### config.mk
export PLATFORM = sky130hd
export DESIGN_NAME = encoder_position_speed_estimator_top
export DESIGN_NICKNAME = d
export VERILOG_FILES = /design/src/epse_pkg.sv /design/src/epse_rem.sv /design/src/epse_dp.sv /design/src/epse_ctrl.sv /design/src/encoder_position_speed_estimator_top.sv
export SDC_FILE = /design/constraint.sdc
export NUM_CORES = 2
export LEC_CHECK = 0
export BUFFER_PORTS_ARGS = -buffer_cell sky130_fd_sc_hd__buf_2
export CAP_MARGIN = 40
export CORE_UTILIZATION = 40
export DETAILED_ROUTE_END_ITERATION = 10
export MAX_ROUTING_LAYER = met4
export SYNTH_ARGS = -nofsm -noshare
export SYNTH_HDL_FRONTEND = slang
export SYNTH_SLANG_ARGS = --single-unit
### constraint.sdc
create_clock -name clk -period 11.7 [get_ports clk]
set_input_delay 0.585 -clock clk [delete_from_list [all_inputs] [get_ports clk]]
set_output_delay 0.585 -clock clk [all_outputs]
set_load 0.02 [all_outputs]
### src/epse_pkg.sv
// Shared types and constants for the encoder position / speed estimator.
// Used by the remainder unit, datapath, controller and top level.
package epse_pkg;

  // serial remainder unit sizing
  localparam int DIV_W  = 24;
  localparam int REM_W  = 17;
  localparam int STEP_W = 5;

  localparam int CFG_IDX_W   = 3;
  localparam int CFG_DATA_W  = 32;
  localparam int IN_TDATA_W  = 40;
  localparam int OUT_TDATA_W = 144;

  localparam logic [REM_W-1:0] MOD_FULL  = 17'h10000;
  localparam logic [16:0]      ALPHA_ONE = 17'h10000;

  typedef enum logic [CFG_IDX_W-1:0] {
    CFG_DIRECTION      = 3'd0,
    CFG_DELTA_LIMIT    = 3'd1,
    CFG_WINDOW_TICKS   = 3'd2,
    CFG_RPM_SCALE      = 3'd3,
    CFG_CONTROL_ALPHA  = 3'd4,
    CFG_DISPLAY_ALPHA  = 3'd5,
    CFG_COUNTS_PER_REV = 3'd6,
    CFG_POLE_PAIRS     = 3'd7
  } cfg_idx_t;

  typedef enum logic [3:0] {
    OP_NONE,
    OP_LOAD,
    OP_DELTA,
    OP_ACCUM,
    OP_POS_START,
    OP_POS_FIX,
    OP_ELEC_START,
    OP_ELEC_FIX,
    OP_RAW_MUL,
    OP_RAW_FIN,
    OP_CTL_MUL,
    OP_CTL_FIN,
    OP_DSP_MUL,
    OP_DSP_FIN,
    OP_OUT
  } dp_op_t;

  typedef struct packed {
    logic rem_done;
    logic closed;
  } dp_status_t;

  typedef enum logic [3:0] {
    S_IDLE,
    S_DELTA,
    S_ACCUM,
    S_POS_START,
    S_POS_WAIT,
    S_ELEC_START,
    S_ELEC_WAIT,
    S_RAW_MUL,
    S_RAW_FIN,
    S_CTL_MUL,
    S_CTL_FIN,
    S_DSP_MUL,
    S_DSP_FIN,
    S_DONE
  } ctrl_state_t;

endpackage

### src/epse_rem.sv
// Bit-serial restoring remainder unit: dividend mod divisor, one bit a cycle.
// Depends on epse_pkg for widths.
module epse_rem (
  input  logic                       clk,
  input  logic                       rst_n,
  input  logic                       start,
  input  logic [epse_pkg::DIV_W-1:0] dividend,
  input  logic [epse_pkg::REM_W-1:0] divisor,
  output logic                       done,
  output logic [epse_pkg::REM_W-1:0] remainder
);
  import epse_pkg::*;

  logic              busy_r;
  logic              done_r;
  logic [STEP_W-1:0] step_r;
  logic [DIV_W-1:0]  dvd_r;
  logic [REM_W-1:0]  rem_r;
  logic [REM_W:0]    shifted;
  logic [REM_W:0]    trial;

  assign shifted = {rem_r, dvd_r[DIV_W-1]};
  assign trial   = shifted - {1'b0, divisor};

  always_ff @(posedge clk) begin
    if (!rst_n) begin
      busy_r <= 1'b0;
      done_r <= 1'b0;
      step_r <= '0;
    end else begin
      done_r <= 1'b0;
      if (start) begin
        busy_r <= 1'b1;
        step_r <= STEP_W'(DIV_W - 1);
      end else if (busy_r) begin
        if (step_r == '0) begin
          busy_r <= 1'b0;
          done_r <= 1'b1;
        end else begin
          step_r <= step_r - STEP_W'(1);
        end
      end
    end
  end

  always_ff @(posedge clk) begin
    if (start) begin
      dvd_r <= dividend;
      rem_r <= '0;
    end else if (busy_r) begin
      dvd_r <= {dvd_r[DIV_W-2:0], 1'b0};
      // partial remainder always stays below the divisor
      rem_r <= (shifted >= {1'b0, divisor}) ? trial[REM_W-1:0] : shifted[REM_W-1:0];
    end
  end

  assign done      = done_r;
  assign remainder = rem_r;

endmodule

### src/epse_dp.sv
// Datapath: config registers, delta/position logic, window sum, shared
// multiplier and remainder unit. Depends on epse_pkg and epse_rem.
module epse_dp #(
  parameter int COUNT_BITS = 16
) (
  input  logic                             clk,
  input  logic                             rst_n,
  input  logic                             cfg_we,
  input  logic [epse_pkg::CFG_IDX_W-1:0]   cfg_index,
  input  logic [epse_pkg::CFG_DATA_W-1:0]  cfg_data,
  input  logic [epse_pkg::IN_TDATA_W-1:0]  in_tdata,
  input  logic                             in_tuser,
  input  epse_pkg::dp_op_t                 op,
  output epse_pkg::dp_status_t             status,
  output logic [epse_pkg::OUT_TDATA_W-1:0] out_tdata,
  output logic                             out_tuser
);
  import epse_pkg::*;

  // configuration
  logic        dir_r;
  logic [14:0] lim_r;
  logic [15:0] wticks_r;
  logic [31:0] scale_r;
  logic [16:0] calpha_r;
  logic [16:0] dalpha_r;
  logic [15:0] cpr_r;
  logic [6:0]  pp_r;

  // item and state
  logic                   cmd_r;
  logic [COUNT_BITS-1:0]  cnt_r;
  logic signed [16:0]     off_r;
  logic [COUNT_BITS-1:0]  prev_r;
  logic                   seen_r;
  logic [15:0]            rotor_r;
  logic signed [15:0]     delta_r;
  logic signed [31:0]     sum_r;
  logic signed [31:0]     samp_r;
  logic [15:0]            wcnt_r;
  logic                   close_r;
  logic                   neg_r;
  logic [DIV_W-1:0]       vmag_r;
  logic                   ctl_seed_r;
  logic                   dsp_seed_r;
  logic signed [31:0]     raw_r;
  logic signed [31:0]     ctl_r;
  logic signed [31:0]     dsp_r;
  logic [64:0]            prod_r;
  logic                   psign_r;
  logic [15:0]            elec_r;
  logic [OUT_TDATA_W-1:0] out_tdata_r;
  logic                   out_tuser_r;

  logic [31:0]           tc32;
  logic [COUNT_BITS-1:0] cnt_in;
  logic [REM_W-1:0]      mod_w;

  assign tc32   = {16'd0, in_tdata[15:0]};
  assign cnt_in = tc32[COUNT_BITS-1:0];
  assign mod_w  = (cpr_r == 16'd0) ? MOD_FULL : {1'b0, cpr_r};

  // wrapped delta, clamp, direction
  logic [COUNT_BITS-1:0]        prev_eff;
  logic [COUNT_BITS-1:0]        d_raw;
  logic signed [COUNT_BITS-1:0] d_s;
  logic signed [32:0]           d_x;
  logic signed [32:0]           lim_x;
  logic signed [32:0]           d_cl;
  logic signed [15:0]           d_dir;

  assign prev_eff = seen_r ? prev_r : cnt_r;
  assign d_raw    = cnt_r - prev_eff;
  assign d_s      = signed'(d_raw);
  assign d_x      = 33'(d_s);
  assign lim_x    = signed'({18'd0, lim_r});
  assign d_cl     = (d_x > lim_x) ? lim_x : ((d_x < -lim_x) ? -lim_x : d_x);
  assign d_dir    = dir_r ? 16'(-d_cl) : d_cl[15:0];

  // window sum with saturation
  logic signed [32:0] s_x;
  logic signed [31:0] s_sat;
  logic [16:0]        wn;
  logic               win_end;

  assign s_x     = 33'(sum_r) + 33'(delta_r);
  assign s_sat   = (s_x[32] != s_x[31]) ? (s_x[32] ? 32'h8000_0000 : 32'h7FFF_FFFF)
                                        : s_x[31:0];
  assign wn      = {1'b0, wcnt_r} + 17'd1;
  assign win_end = (wn >= {1'b0, wticks_r});

  // position before reduction
  logic [31:0]        cnt32;
  logic [15:0]        cnt16;
  logic signed [18:0] sc_x;
  logic signed [18:0] off_x;
  logic signed [18:0] v;
  logic [18:0]        v_abs;

  assign cnt32 = 32'(cnt_r);
  assign cnt16 = cnt32[15:0];
  assign sc_x  = dir_r ? -signed'({3'd0, cnt16}) : signed'({3'd0, cnt16});
  assign off_x = 19'(off_r);
  assign v     = cmd_r ? (sc_x - off_x) : (signed'({3'd0, rotor_r}) + 19'(delta_r));
  assign v_abs = v[18] ? 19'(-v) : 19'(v);

  // remainder unit
  logic [22:0]      elec_prod;
  logic             rem_start;
  logic [DIV_W-1:0] rem_dvd;
  logic             rem_done;
  logic [REM_W-1:0] rem_val;

  assign elec_prod = 23'(rotor_r) * 23'(pp_r);
  assign rem_start = (op == OP_POS_START) || (op == OP_ELEC_START);
  assign rem_dvd   = (op == OP_ELEC_START) ? DIV_W'(elec_prod) : vmag_r;

  epse_rem u_rem (
    .clk       (clk),
    .rst_n     (rst_n),
    .start     (rem_start),
    .dividend  (rem_dvd),
    .divisor   (mod_w),
    .done      (rem_done),
    .remainder (rem_val)
  );

  // shared multiplier operands, magnitudes only
  logic               ema_ctl;
  logic signed [31:0] ema_cur;
  logic [16:0]        ema_alpha;
  logic [16:0]        alpha_cl;
  logic signed [32:0] diff;
  logic [32:0]        diff_abs;
  logic signed [32:0] samp_x;
  logic [32:0]        samp_abs;
  logic [32:0]        mul_a;
  logic [31:0]        mul_b;
  logic               mul_neg;

  assign ema_ctl   = (op == OP_CTL_MUL) || (op == OP_CTL_FIN);
  assign ema_cur   = ema_ctl ? ctl_r : dsp_r;
  assign ema_alpha = ema_ctl ? calpha_r : dalpha_r;
  assign alpha_cl  = (ema_alpha > ALPHA_ONE) ? ALPHA_ONE : ema_alpha;
  assign diff      = 33'(raw_r) - 33'(ema_cur);
  assign diff_abs  = diff[32] ? 33'(-diff) : 33'(diff);
  assign samp_x    = 33'(samp_r);
  assign samp_abs  = samp_x[32] ? 33'(-samp_x) : 33'(samp_x);

  always_comb begin
    case (op)
      OP_RAW_MUL: begin
        mul_a   = samp_abs;
        mul_b   = scale_r;
        mul_neg = samp_r[31];
      end
      default: begin
        mul_a   = diff_abs;
        mul_b   = 32'(alpha_cl);
        mul_neg = diff[32];
      end
    endcase
  end

  // rounding half away from zero on the magnitude, then sign; raw speed also saturates
  logic [64:0]        raw_sum;
  logic [56:0]        q_raw;
  logic signed [31:0] raw_new;
  logic [64:0]        ema_sum;
  logic [33:0]        q_ema;
  logic signed [33:0] q_s;
  logic signed [31:0] ema_new;

  assign raw_sum = prod_r + 65'd128;
  assign q_raw   = raw_sum[64:8];
  assign raw_new = !psign_r ? ((q_raw > 57'h7FFF_FFFF) ? 32'h7FFF_FFFF : q_raw[31:0])
                            : ((q_raw > 57'h8000_0000) ? 32'h8000_0000 : 32'(-q_raw));
  assign ema_sum = prod_r + 65'd32768;
  assign q_ema   = ema_sum[49:16];
  assign q_s     = psign_r ? -signed'(q_ema) : signed'(q_ema);
  assign ema_new = 32'(34'(ema_cur) + q_s);

  always_ff @(posedge clk) begin
    if (!rst_n) begin
      dir_r    <= 1'b0;
      lim_r    <= 15'd32767;
      wticks_r <= 16'd100;
      scale_r  <= 32'd65536;
      calpha_r <= 17'd65536;
      dalpha_r <= 17'd3277;
      cpr_r    <= 16'd4000;
      pp_r     <= 7'd4;
    end else if (cfg_we) begin
      unique case (cfg_idx_t'(cfg_index))
        CFG_DIRECTION:      dir_r    <= cfg_data[0];
        CFG_DELTA_LIMIT:    lim_r    <= cfg_data[14:0];
        CFG_WINDOW_TICKS:   wticks_r <= cfg_data[15:0];
        CFG_RPM_SCALE:      scale_r  <= cfg_data;
        CFG_CONTROL_ALPHA:  calpha_r <= cfg_data[16:0];
        CFG_DISPLAY_ALPHA:  dalpha_r <= cfg_data[16:0];
        CFG_COUNTS_PER_REV: cpr_r    <= cfg_data[15:0];
        CFG_POLE_PAIRS:     pp_r     <= cfg_data[6:0];
        default: ;
      endcase
    end
  end

  always_ff @(posedge clk) begin
    if (!rst_n) begin
      prev_r     <= '0;
      seen_r     <= 1'b0;
      rotor_r    <= '0;
      sum_r      <= '0;
      wcnt_r     <= '0;
      ctl_seed_r <= 1'b0;
      dsp_seed_r <= 1'b0;
      raw_r      <= '0;
      ctl_r      <= '0;
      dsp_r      <= '0;
    end else begin
      case (op)
        OP_DELTA: begin
          prev_r <= cnt_r;
          seen_r <= 1'b1;
          if (cmd_r) begin
            sum_r      <= '0;
            wcnt_r     <= '0;
            ctl_seed_r <= 1'b0;
            dsp_seed_r <= 1'b0;
            raw_r      <= '0;
            ctl_r      <= '0;
            dsp_r      <= '0;
          end
        end
        OP_ACCUM: begin
          if (!cmd_r) begin
            if (win_end) begin
              sum_r  <= '0;
              wcnt_r <= '0;
            end else begin
              sum_r  <= s_sat;
              wcnt_r <= wn[15:0];
            end
          end
        end
        OP_POS_FIX: begin
          rotor_r <= (neg_r && rem_val != '0) ? 16'(mod_w - rem_val) : rem_val[15:0];
        end
        OP_RAW_FIN: raw_r <= raw_new;
        OP_CTL_FIN: begin
          ctl_r      <= ctl_seed_r ? ema_new : raw_r;
          ctl_seed_r <= 1'b1;
        end
        OP_DSP_FIN: begin
          dsp_r      <= dsp_seed_r ? ema_new : raw_r;
          dsp_seed_r <= 1'b1;
        end
        default: ;
      endcase
    end
  end

  always_ff @(posedge clk) begin
    case (op) inside
      OP_LOAD: begin
        cmd_r <= in_tuser;
        cnt_r <= cnt_in;
        off_r <= signed'(in_tdata[32:16]);
      end
      OP_DELTA: begin
        delta_r <= cmd_r ? 16'sd0 : d_dir;
        close_r <= 1'b0;
      end
      OP_ACCUM: begin
        neg_r  <= v[18];
        vmag_r <= DIV_W'(v_abs);
        if (!cmd_r && win_end) begin
          samp_r  <= s_sat;
          close_r <= 1'b1;
        end
      end
      OP_ELEC_FIX: elec_r <= rem_val[15:0];
      OP_RAW_MUL, OP_CTL_MUL, OP_DSP_MUL: begin
        prod_r  <= 65'(mul_a) * 65'(mul_b);
        psign_r <= mul_neg;
      end
      OP_OUT: begin
        out_tdata_r <= {dsp_r, ctl_r, raw_r, delta_r, elec_r, rotor_r};
        out_tuser_r <= close_r;
      end
      default: ;
    endcase
  end

  assign status.rem_done = rem_done;
  assign status.closed   = close_r;
  assign out_tdata       = out_tdata_r;
  assign out_tuser       = out_tuser_r;

endmodule

### src/epse_ctrl.sv
// Controller: sequences one item through the datapath and owns the output
// valid flag. Depends on epse_pkg.
module epse_ctrl (
  input  logic                 clk,
  input  logic                 rst_n,
  input  logic                 in_tvalid,
  output logic                 in_tready,
  output logic                 out_tvalid,
  input  logic                 out_tready,
  input  epse_pkg::dp_status_t status,
  output epse_pkg::dp_op_t     op
);
  import epse_pkg::*;

  ctrl_state_t state_r, state_nxt;
  logic        out_valid_r, out_valid_nxt;

  always_ff @(posedge clk) begin
    if (!rst_n) begin
      state_r     <= S_IDLE;
      out_valid_r <= 1'b0;
    end else begin
      state_r     <= state_nxt;
      out_valid_r <= out_valid_nxt;
    end
  end

  always_comb begin
    state_nxt = state_r;
    op        = OP_NONE;
    in_tready = (state_r == S_IDLE);
    unique case (state_r)
      S_IDLE: begin
        if (in_tvalid) begin
          op        = OP_LOAD;
          state_nxt = S_DELTA;
        end
      end
      S_DELTA: begin
        op        = OP_DELTA;
        state_nxt = S_ACCUM;
      end
      S_ACCUM: begin
        op        = OP_ACCUM;
        state_nxt = S_POS_START;
      end
      S_POS_START: begin
        op        = OP_POS_START;
        state_nxt = S_POS_WAIT;
      end
      S_POS_WAIT: begin
        if (status.rem_done) begin
          op        = OP_POS_FIX;
          state_nxt = S_ELEC_START;
        end
      end
      S_ELEC_START: begin
        op        = OP_ELEC_START;
        state_nxt = S_ELEC_WAIT;
      end
      S_ELEC_WAIT: begin
        if (status.rem_done) begin
          op        = OP_ELEC_FIX;
          state_nxt = status.closed ? S_RAW_MUL : S_DONE;
        end
      end
      S_RAW_MUL: begin
        op        = OP_RAW_MUL;
        state_nxt = S_RAW_FIN;
      end
      S_RAW_FIN: begin
        op        = OP_RAW_FIN;
        state_nxt = S_CTL_MUL;
      end
      S_CTL_MUL: begin
        op        = OP_CTL_MUL;
        state_nxt = S_CTL_FIN;
      end
      S_CTL_FIN: begin
        op        = OP_CTL_FIN;
        state_nxt = S_DSP_MUL;
      end
      S_DSP_MUL: begin
        op        = OP_DSP_MUL;
        state_nxt = S_DSP_FIN;
      end
      S_DSP_FIN: begin
        op        = OP_DSP_FIN;
        state_nxt = S_DONE;
      end
      S_DONE: begin
        // wait here only while the output register still holds an untaken beat
        if (!out_valid_r || out_tready) begin
          op        = OP_OUT;
          state_nxt = S_IDLE;
        end
      end
      default: state_nxt = S_IDLE;
    endcase
  end

  always_comb begin
    if (op == OP_OUT) begin
      out_valid_nxt = 1'b1;
    end else if (out_tready) begin
      out_valid_nxt = 1'b0;
    end else begin
      out_valid_nxt = out_valid_r;
    end
  end

  assign out_tvalid = out_valid_r;

endmodule

### src/encoder_position_speed_estimator_top.sv
// Encoder position and speed estimator, top level.
// Input channel (in_*): one beat per item. in_tuser is the command, 0 = tick
//   with a new timer count, 1 = start and align the position.
// Output channel (out_*): one beat per input item with position, electrical
//   angle, step delta and the three speed values; out_tuser flags that the
//   item closed a speed window.
// Config channel (cfg_*): cfg_index selects one of eight registers, always
//   ready; write only while no item is in flight.
// Sequencing: an item runs from acceptance to its output beat through two
//   passes of the 24-step serial remainder unit (position modulo
//   counts_per_rev, then electrical angle); a window close adds six
//   multiply/round steps.
// One item is in flight at a time; in_tready is high only while idle.
// Results sit in an output register, so the next item is accepted while the
//   previous beat waits; a finished item stalls only if that beat is not
//   yet taken.
// Reset (rst_n, synchronous, active low) restores the register defaults and
//   clears position, window and filter state.
module encoder_position_speed_estimator_top #(
  parameter int COUNT_BITS = 16
) (
  input  logic                             clk,
  input  logic                             rst_n,
  input  logic                             in_tvalid,
  output logic                             in_tready,
  // [15:0] timer_count, [32:16] align_offset, [39:33] zero
  input  logic [epse_pkg::IN_TDATA_W-1:0]  in_tdata,
  // [0] command
  input  logic                             in_tuser,
  output logic                             out_tvalid,
  input  logic                             out_tready,
  // [15:0] mech_position, [31:16] elec_position, [47:32] step_delta,
  // [79:48] raw_speed_q8, [111:80] control_speed_q8, [143:112] display_speed_q8
  output logic [epse_pkg::OUT_TDATA_W-1:0] out_tdata,
  // [0] sample_ready
  output logic                             out_tuser,
  input  logic                             cfg_valid,
  output logic                             cfg_ready,
  input  logic [epse_pkg::CFG_IDX_W-1:0]   cfg_index,
  input  logic [epse_pkg::CFG_DATA_W-1:0]  cfg_data
);
  import epse_pkg::*;

  dp_op_t     op;
  dp_status_t status;

  assign cfg_ready = 1'b1;

  epse_ctrl u_ctrl (
    .clk        (clk),
    .rst_n      (rst_n),
    .in_tvalid  (in_tvalid),
    .in_tready  (in_tready),
    .out_tvalid (out_tvalid),
    .out_tready (out_tready),
    .status     (status),
    .op         (op)
  );

  epse_dp #(
    .COUNT_BITS (COUNT_BITS)
  ) u_dp (
    .clk       (clk),
    .rst_n     (rst_n),
    .cfg_we    (cfg_valid & cfg_ready),
    .cfg_index (cfg_index),
    .cfg_data  (cfg_data),
    .in_tdata  (in_tdata),
    .in_tuser  (in_tuser),
    .op        (op),
    .status    (status),
    .out_tdata (out_tdata),
    .out_tuser (out_tuser)
  );

endmodule

After elaboration in Yosys (flattened, before gate mapping)
Index checks and enable logic that the tools add are counted.
{"block": "totals", "regBits": 683, "input_bits": 81, "out_inout_bits": 148, "word_cells": 228}
{"block": "classes", "addsub": 20, "multipliers": 2, "magnitude_cmp": 7, "n_eq_ne": 42, "muxes": 65, "n_bitwise": 8, "reduce_logical": 44}
{"cell": "$mux W32", "n": 13}
{"cell": "$pmux W32 S2", "n": 4}
{"cell": "$mux W16", "n": 8}
{"cell": "$pmux W4 S14", "n": 2}
{"cell": "$mux W33", "n": 3}
{"cell": "$mux W17", "n": 4}
{"cell": "$add A65 B8 Y65 const B", "n": 1}
{"cell": "$mul A33 B32 Y65", "n": 1}
{"cell": "$neg A32 Y32", "n": 2}
{"cell": "$gt A57 B31 Y1 const B", "n": 1}
{"cell": "$gt A57 B32 Y1 const B", "n": 1}
{"cell": "$eq A4 B4 Y1 const B", "n": 13}
{"cell": "$add A48 B16 Y48 const B", "n": 1}
{"cell": "$mux W24", "n": 2}
{"cell": "$mux W19", "n": 2}
{"cell": "$add A32 B16 Y33", "n": 1}
{"cell": "$lt A16 B33 Y1", "n": 1}
{"cell": "$neg A15 Y33", "n": 1}
{"cell": "$neg A32 Y33", "n": 1}
{"cell": "$neg A33 Y33", "n": 1}
{"cell": "$sub A32 B32 Y33", "n": 1}
{"cell": "$add A32 B32 Y32", "n": 1}
{"cell": "$eq A4 B3 Y1 const B", "n": 8}
{"cell": "$pmux W16 S2", "n": 1}
{"cell": "other kinds (46)", "n": 114}

Depth between registers and ports, before layout
{"block": "depth", "ltp_word": 12, "depth_mapped": 57}

By module
From an unflattened synthesis, not the netlist that was laid out.
{"block": "unflattened", "hier_cells": 9241, "area_unflattened_um2": 79998.0}
{"mod": "epse_dp", "instances": 1, "cells_per_inst": 8881, "area_per_inst_um2": 76548.4, "seq_area_each_um2": 15705.1}
{"mod": "epse_rem", "instances": 1, "cells_per_inst": 302, "area_per_inst_um2": 3040.4, "seq_area_each_um2": 1201.2}
{"mod": "epse_ctrl", "instances": 1, "cells_per_inst": 56, "area_per_inst_um2": 397.9, "seq_area_each_um2": 100.1}
{"mod": "encoder_position_speed_estimator_top", "instances": 1, "cells_per_inst": 2, "area_per_inst_um2": 11.3, "seq_area_each_um2": 0.0}

Least setup slack after synthesis
Ideal clock, no wire load.
{"block": "synth_path", "kind": "reg2reg", "from": "register u_ctrl.state_r[0]", "to": "register u_dp.prod_r[58], data pin", "setup_ps": 265, "t_arrival_ps": 12284, "t_required_ps": 11435, "slack_ps": -849, "stages_incl_launch_ff": 49, "period_less_slack_ps": 12549, "cell_sequence": "dfxtp_1 > buf_4 > xor2_2 > nand2_2 > buf_2 > buf_1 > buf_1 > buf_1 > mux2i_1 > ha_1 > clkbuf_1 > inv_1 > nor3_1 > nand3_1 > or4_1 > a211oi_1 > o21ai_1 > a21boi_0 > [13 not listed] > fa_1 > inv_1 > fa_1 > fa_1 > fa_1 > inv_1 > fa_1 > inv_1 > ha_1 > a21o_1 > a21oi_1 > nand2_1 > a211oi_1 > a31oi_1 > a21o_1 > a211oi_1 > o21ai_0 > xor2_1"}
{"block": "synth_between", "elab_chain_cells": 10}
{"item": "start, declared", "line": "epse_ctrl.sv:15", "source": "ctrl_state_t state_r, state_nxt;"}
{"item": "start signal, assigned", "line": "epse_ctrl.sv:23", "source": "state_r <= state_nxt;"}
{"item": "$eq A4 B4 Y1 (tied with other cells)", "line": "epse_ctrl.sv:32", "source": "unique case (state_r)"}
{"item": "$pmux W4 S14 *", "line": "epse_ctrl.sv:32"}
{"item": "$eq A4 B4 Y1", "line": "epse_dp.sv:141", "source": "assign ema_ctl = (op == OP_CTL_MUL) || (op == OP_CTL_FIN);"}
{"item": "$logic_or A1 B1 Y1", "line": "epse_dp.sv:141"}
{"item": "$mux W32", "line": "epse_dp.sv:142", "source": "assign ema_cur = ema_ctl ? ctl_r : dsp_r;"}
{"item": "$sub A32 B32 Y33", "line": "epse_dp.sv:145", "source": "assign diff = 33'(raw_r) - 33'(ema_cur);"}
{"item": "$neg A33 Y33", "line": "epse_dp.sv:146", "source": "assign diff_abs = diff[32] ? 33'(-diff) : 33'(diff);"}
{"item": "$mux W33", "line": "epse_dp.sv:146"}
{"item": "$mux W33", "line": "epse_dp.sv:151", "source": "case (op)"}
{"item": "$mul A33 B32 Y65 *", "line": "epse_dp.sv:284", "source": "prod_r <= 65'(mul_a) * 65'(mul_b);"}
{"item": "end signal, assigned", "line": "epse_dp.sv:284"}
{"item": "end, declared", "line": "epse_dp.sv:49", "source": "logic [64:0] prod_r;"}
Mark *: on every way between the ends. The rest lies on a longest branch, timed or not.
A chain may end at the register's enable or synchronous reset.

Worst setup path in the final report
Ends and elaborated chain as after synthesis.

==> impl_metrics.yaml <==
floorplanning:
  die-area_um2: 202000
  die_y_um: 449
  ioPinCount: 229
  floorplan.initialDensity: 0.404
  rows: 163
  die_x_um: 449
  coreArea_um2: 198000
power_and_ir_drop:
  p_leak_nw: 42.5
  totalPowerFinal_mw: 7.23
  p_int_mw: 4.86
  seqPwrFrac: 0.376
  power.share.clock: 0.379
  ir_drop_uv: 126
  p_per_area_nw_per_um2: 76.7
  switchingPower_mw: 2.37
  comb_power_share: 0.245
  swShare: 0.328
routing:
  vias: 69300
  routed_wl_mm: 290
  drt_iter0_drc: 5537
  dr.pass1.iters: 5
  viasPerCell: 5.48
  ant_nets: 0
  drc_errors: 0
  wire_per_inst_um: 23.0
sta:
  fin_skew_ns: 0.0805
  slew_headroom: 0.321
  setup_tns_ns: 0
  tightest_slew_ns: 1.02
  rsz0062_at_grt: "yes"
  period_needed_ns: 11.57
  drv_slew: 0
  setup_viol_count_final: 0
  setup_ws_ns: 0.129
  finalHoldViolations: 0
  whs_ns: 0.0549
  fin_crit_sh: 0.989
  fmax_mhz: 86.4
place:
  port_buffers: 220
  gp_congestion: 1.04
  placed_cell_area_um2: 89100
  post-place-ws_ns: -0.423
  dp_hpwl_mm: 236
final_layout:
  num-nets-final: 11600
  synthToLayoutAreaGrowth_pct: 17.7
  fillers: 18900
  design_area_um2: 94200
  seq_area_um2: 17000
  drive_gt1_frac: 0.154
  multi_input_area_um2: 57900
global_routing:
  grtUsageTotal: 0.292
  grt_overflow: 0
  grt_start_max_net_pins: 87
  busiest_layer: "met2"
  grt.met3_usage: 0.0440
  met2_usage: 0.453
  antenna_found_initial: 5
  grt_pass1_wl_mm: 435
  first_global_vias: 69700
  gr-usage-met1: 0.377
synth:
  syn_inst: 9226
  synth_area_leaders: "fa_1 25%, edfxtp_1 13%, ha_1 8.4%"
  syn_area_um2: 80100
  synth_top_area_share: 0.250
  synth_top_area_cell: "fa_1"
  syn_avg_cell_area_um2: 8.68
  synth-edff-count: 347
  yosysUniqueCellTypes: 107
  yosys_warnings: 0
  synthFlopType: "edfxtp_1"
  ys_ff_latch: 676
  seq_area_frac_synth: 0.212
  synthArstFlopShare: 0
status:
  status: "finished clean"
clocking:
  cts_buffer_depth: 3
  cts_root_buf: "clkbuf_16"
  clkLatencyLatePin_ns: 0.77
  cts.htree.levels: 3
  clk_pin_slew_worst_paths_ns: 0.06
  cts_num_sinks: 676
  numCtsBuffers: 81
  cts_tree: "done"
setup_path:
  cpLargestDelayFamily: "adder cells"
  worstPathMaxFanout: 7
  crit_path_end_kind: "flip-flop"
  cpMaxStageDelayCell: "fa_2"
  slowest_delay_ns: 0.68
  crit_type: "flip-flop to flip-flop"
  arrival_ns: 12.01
  cp_common_cell: "buf_4"
  cp-start-kind: "flip-flop"
  worstPathRequired_ns: 12.14
  crit_buf_inv: 14
min_path:
  hp-class: "input pin to flip-flop"
run:
  drv_cap: 0
## cells in the final DEF, fill, tap and decap left out, drive strengths merged, types with 55 or more instances in the layout
| cell type | instances |
|---|---|
| xnor2 | 281 |
| a21boi | 168 |
| nor4 | 55 |
| inv | 1350 |
| a21o | 121 |
| o21ai | 321 |
| fa | 1000 |
| mux2i | 109 |
| dfxtp | 329 |
| nand4 | 71 |
| edfxtp | 347 |
| a21oi | 355 |
| nor2 | 616 |
| nand3 | 161 |
| o211ai | 60 |
| nand2 | 1500 |
| xor2 | 165 |
| o21a | 63 |
| ha | 535 |
| and2 | 175 |
| nor3 | 125 |
| clkbuf | 91 |
| buf | 1043 |
| nor2b | 103 |
| and3 | 69 |
## routing by layer
layer  vias up  part of all wire
met1     34400              0.42
met4         0             0.054
met5         -                 0
li1      31500                 -
met3       568             0.072
met2      2718              0.45
## sequential cells by signal (all words and copies together) (netlist names), 7 cells and up
name                  count
u_dp.delta_r             16
u_dp.pp_r                 7
u_dp.wticks_r            16
u_dp.cpr_r               16
u_dp.raw_r               32
u_dp.rotor_r             16
u_dp.u_rem.dvd_r         24
u_dp.vmag_r              19
u_dp.samp_r              32
u_dp.ctl_r               32
u_dp.elec_r              16
u_dp.wcnt_r              16
u_dp.off_r               17
u_dp.scale_r             32
u_dp.prod_r              58
u_dp.calpha_r            17
u_dp.sum_r               32
u_dp.out_tdata          144
u_dp.prev_r              16
u_dp.lim_r               15
u_dp.dsp_r               32
u_dp.dalpha_r            17
u_dp.cnt16               16
u_dp.u_rem.remainder     17
## Yosys cell counts, drive strengths merged (13+ instances only)
master   number
a211o        16
a211oi       52
a21boi      168
a21o        121
a21oi       355
a22o         37
a22oi        40
a31oi        52
a41oi        14
and2        175
and3         69
buf          71
clkbuf      389
dfxtp       329
edfxtp      347
fa         1000
ha          535
inv        1345
mux2         13
mux2i       109
nand2      1500
nand2b       53
nand3       161
nand4        71
nor2        616
nor2b       103
nor3        125
nor3b        15
nor4         55
o2111ai      14
o211a        17
o211ai       60
o21a         63
o21ai       321
o21bai       45
o22ai        28
o311ai       16
o31ai        39
o41ai        17
or2          23
or3          37
or4          14
xnor2       281
xor2        165
## path summary, 6_finish.rpt
| path | startpoint | end | slack, ns | depth (start not counted) |
|---|---|---|---|---|
| worst max-delay path | u_ctrl.state_r[0] | u_dp.prod_r[58] | 0.13 | 50 |
| worst min-delay path | in_tdata[11] | u_dp.cnt16[11] | 0.05 | 1 |
| worst max register to register | u_ctrl.state_r[0] | u_dp.prod_r[58] | 0.13 | 50 |
| worst min register to register | u_dp.elec_r[12] | u_dp.out_tdata[28] | 0.42 | 0 |
## final cells by class
class | count | share of cell area
antenna | 3 | 0.0000797
clock buffer | 91 | 0.0221
clock inverter | 60 | 0.00843
inverter | 1346 | 0.0536
multi-input combinational | 6758 | 0.614
sequential | 676 | 0.181
tap | 2640 | 0.0351
timing repair buffer | 1073 | 0.0861
## power by group through the flow
stage	sequential, mW	clock (mW)	combinational, mW
floorplan	2.70	0	1.19
global placement	2.77	0	1.64
detailed placement	2.77	0	1.69
CTS	2.71	2.81	1.72
global route	2.72	2.88	1.95
finish	2.72	2.74	1.77
## kinds of logic after synthesis
kind of cell / Yosys count / synth area share
other cells: 2 / 0.0000938
mux: 122 / 0.0155
buf+inv: 1806 / 0.0854
fa+ha+maj: 1546 / 0.335
flops: 676 / 0.212
compound gates: 1574 / 0.132
xor+xnor: 447 / 0.0493
simple gates: 3053 / 0.170
## metrics by stage
step           cells  utilization
6_report       12600        0.476
5_1_grt        12600        0.476
4_1_cts        12600        0.468
3_5_place_dp   12400        0.450
3_3_place_gp   12400        0.449
2_1_floorplan   9240            -
## repair_timing
action | in CTS | in global routing
hold buffers | 30 | 0
endpoints found under the setup margin | 30 | 40
pin swaps | 21 | 140
cloned | 0 | 1
resized for setup | 71 | 276
setup buffers | 10 | 40
hold endpoints to repair | 30 | 0
Note: power is estimated with default switching activity, not from simulation.
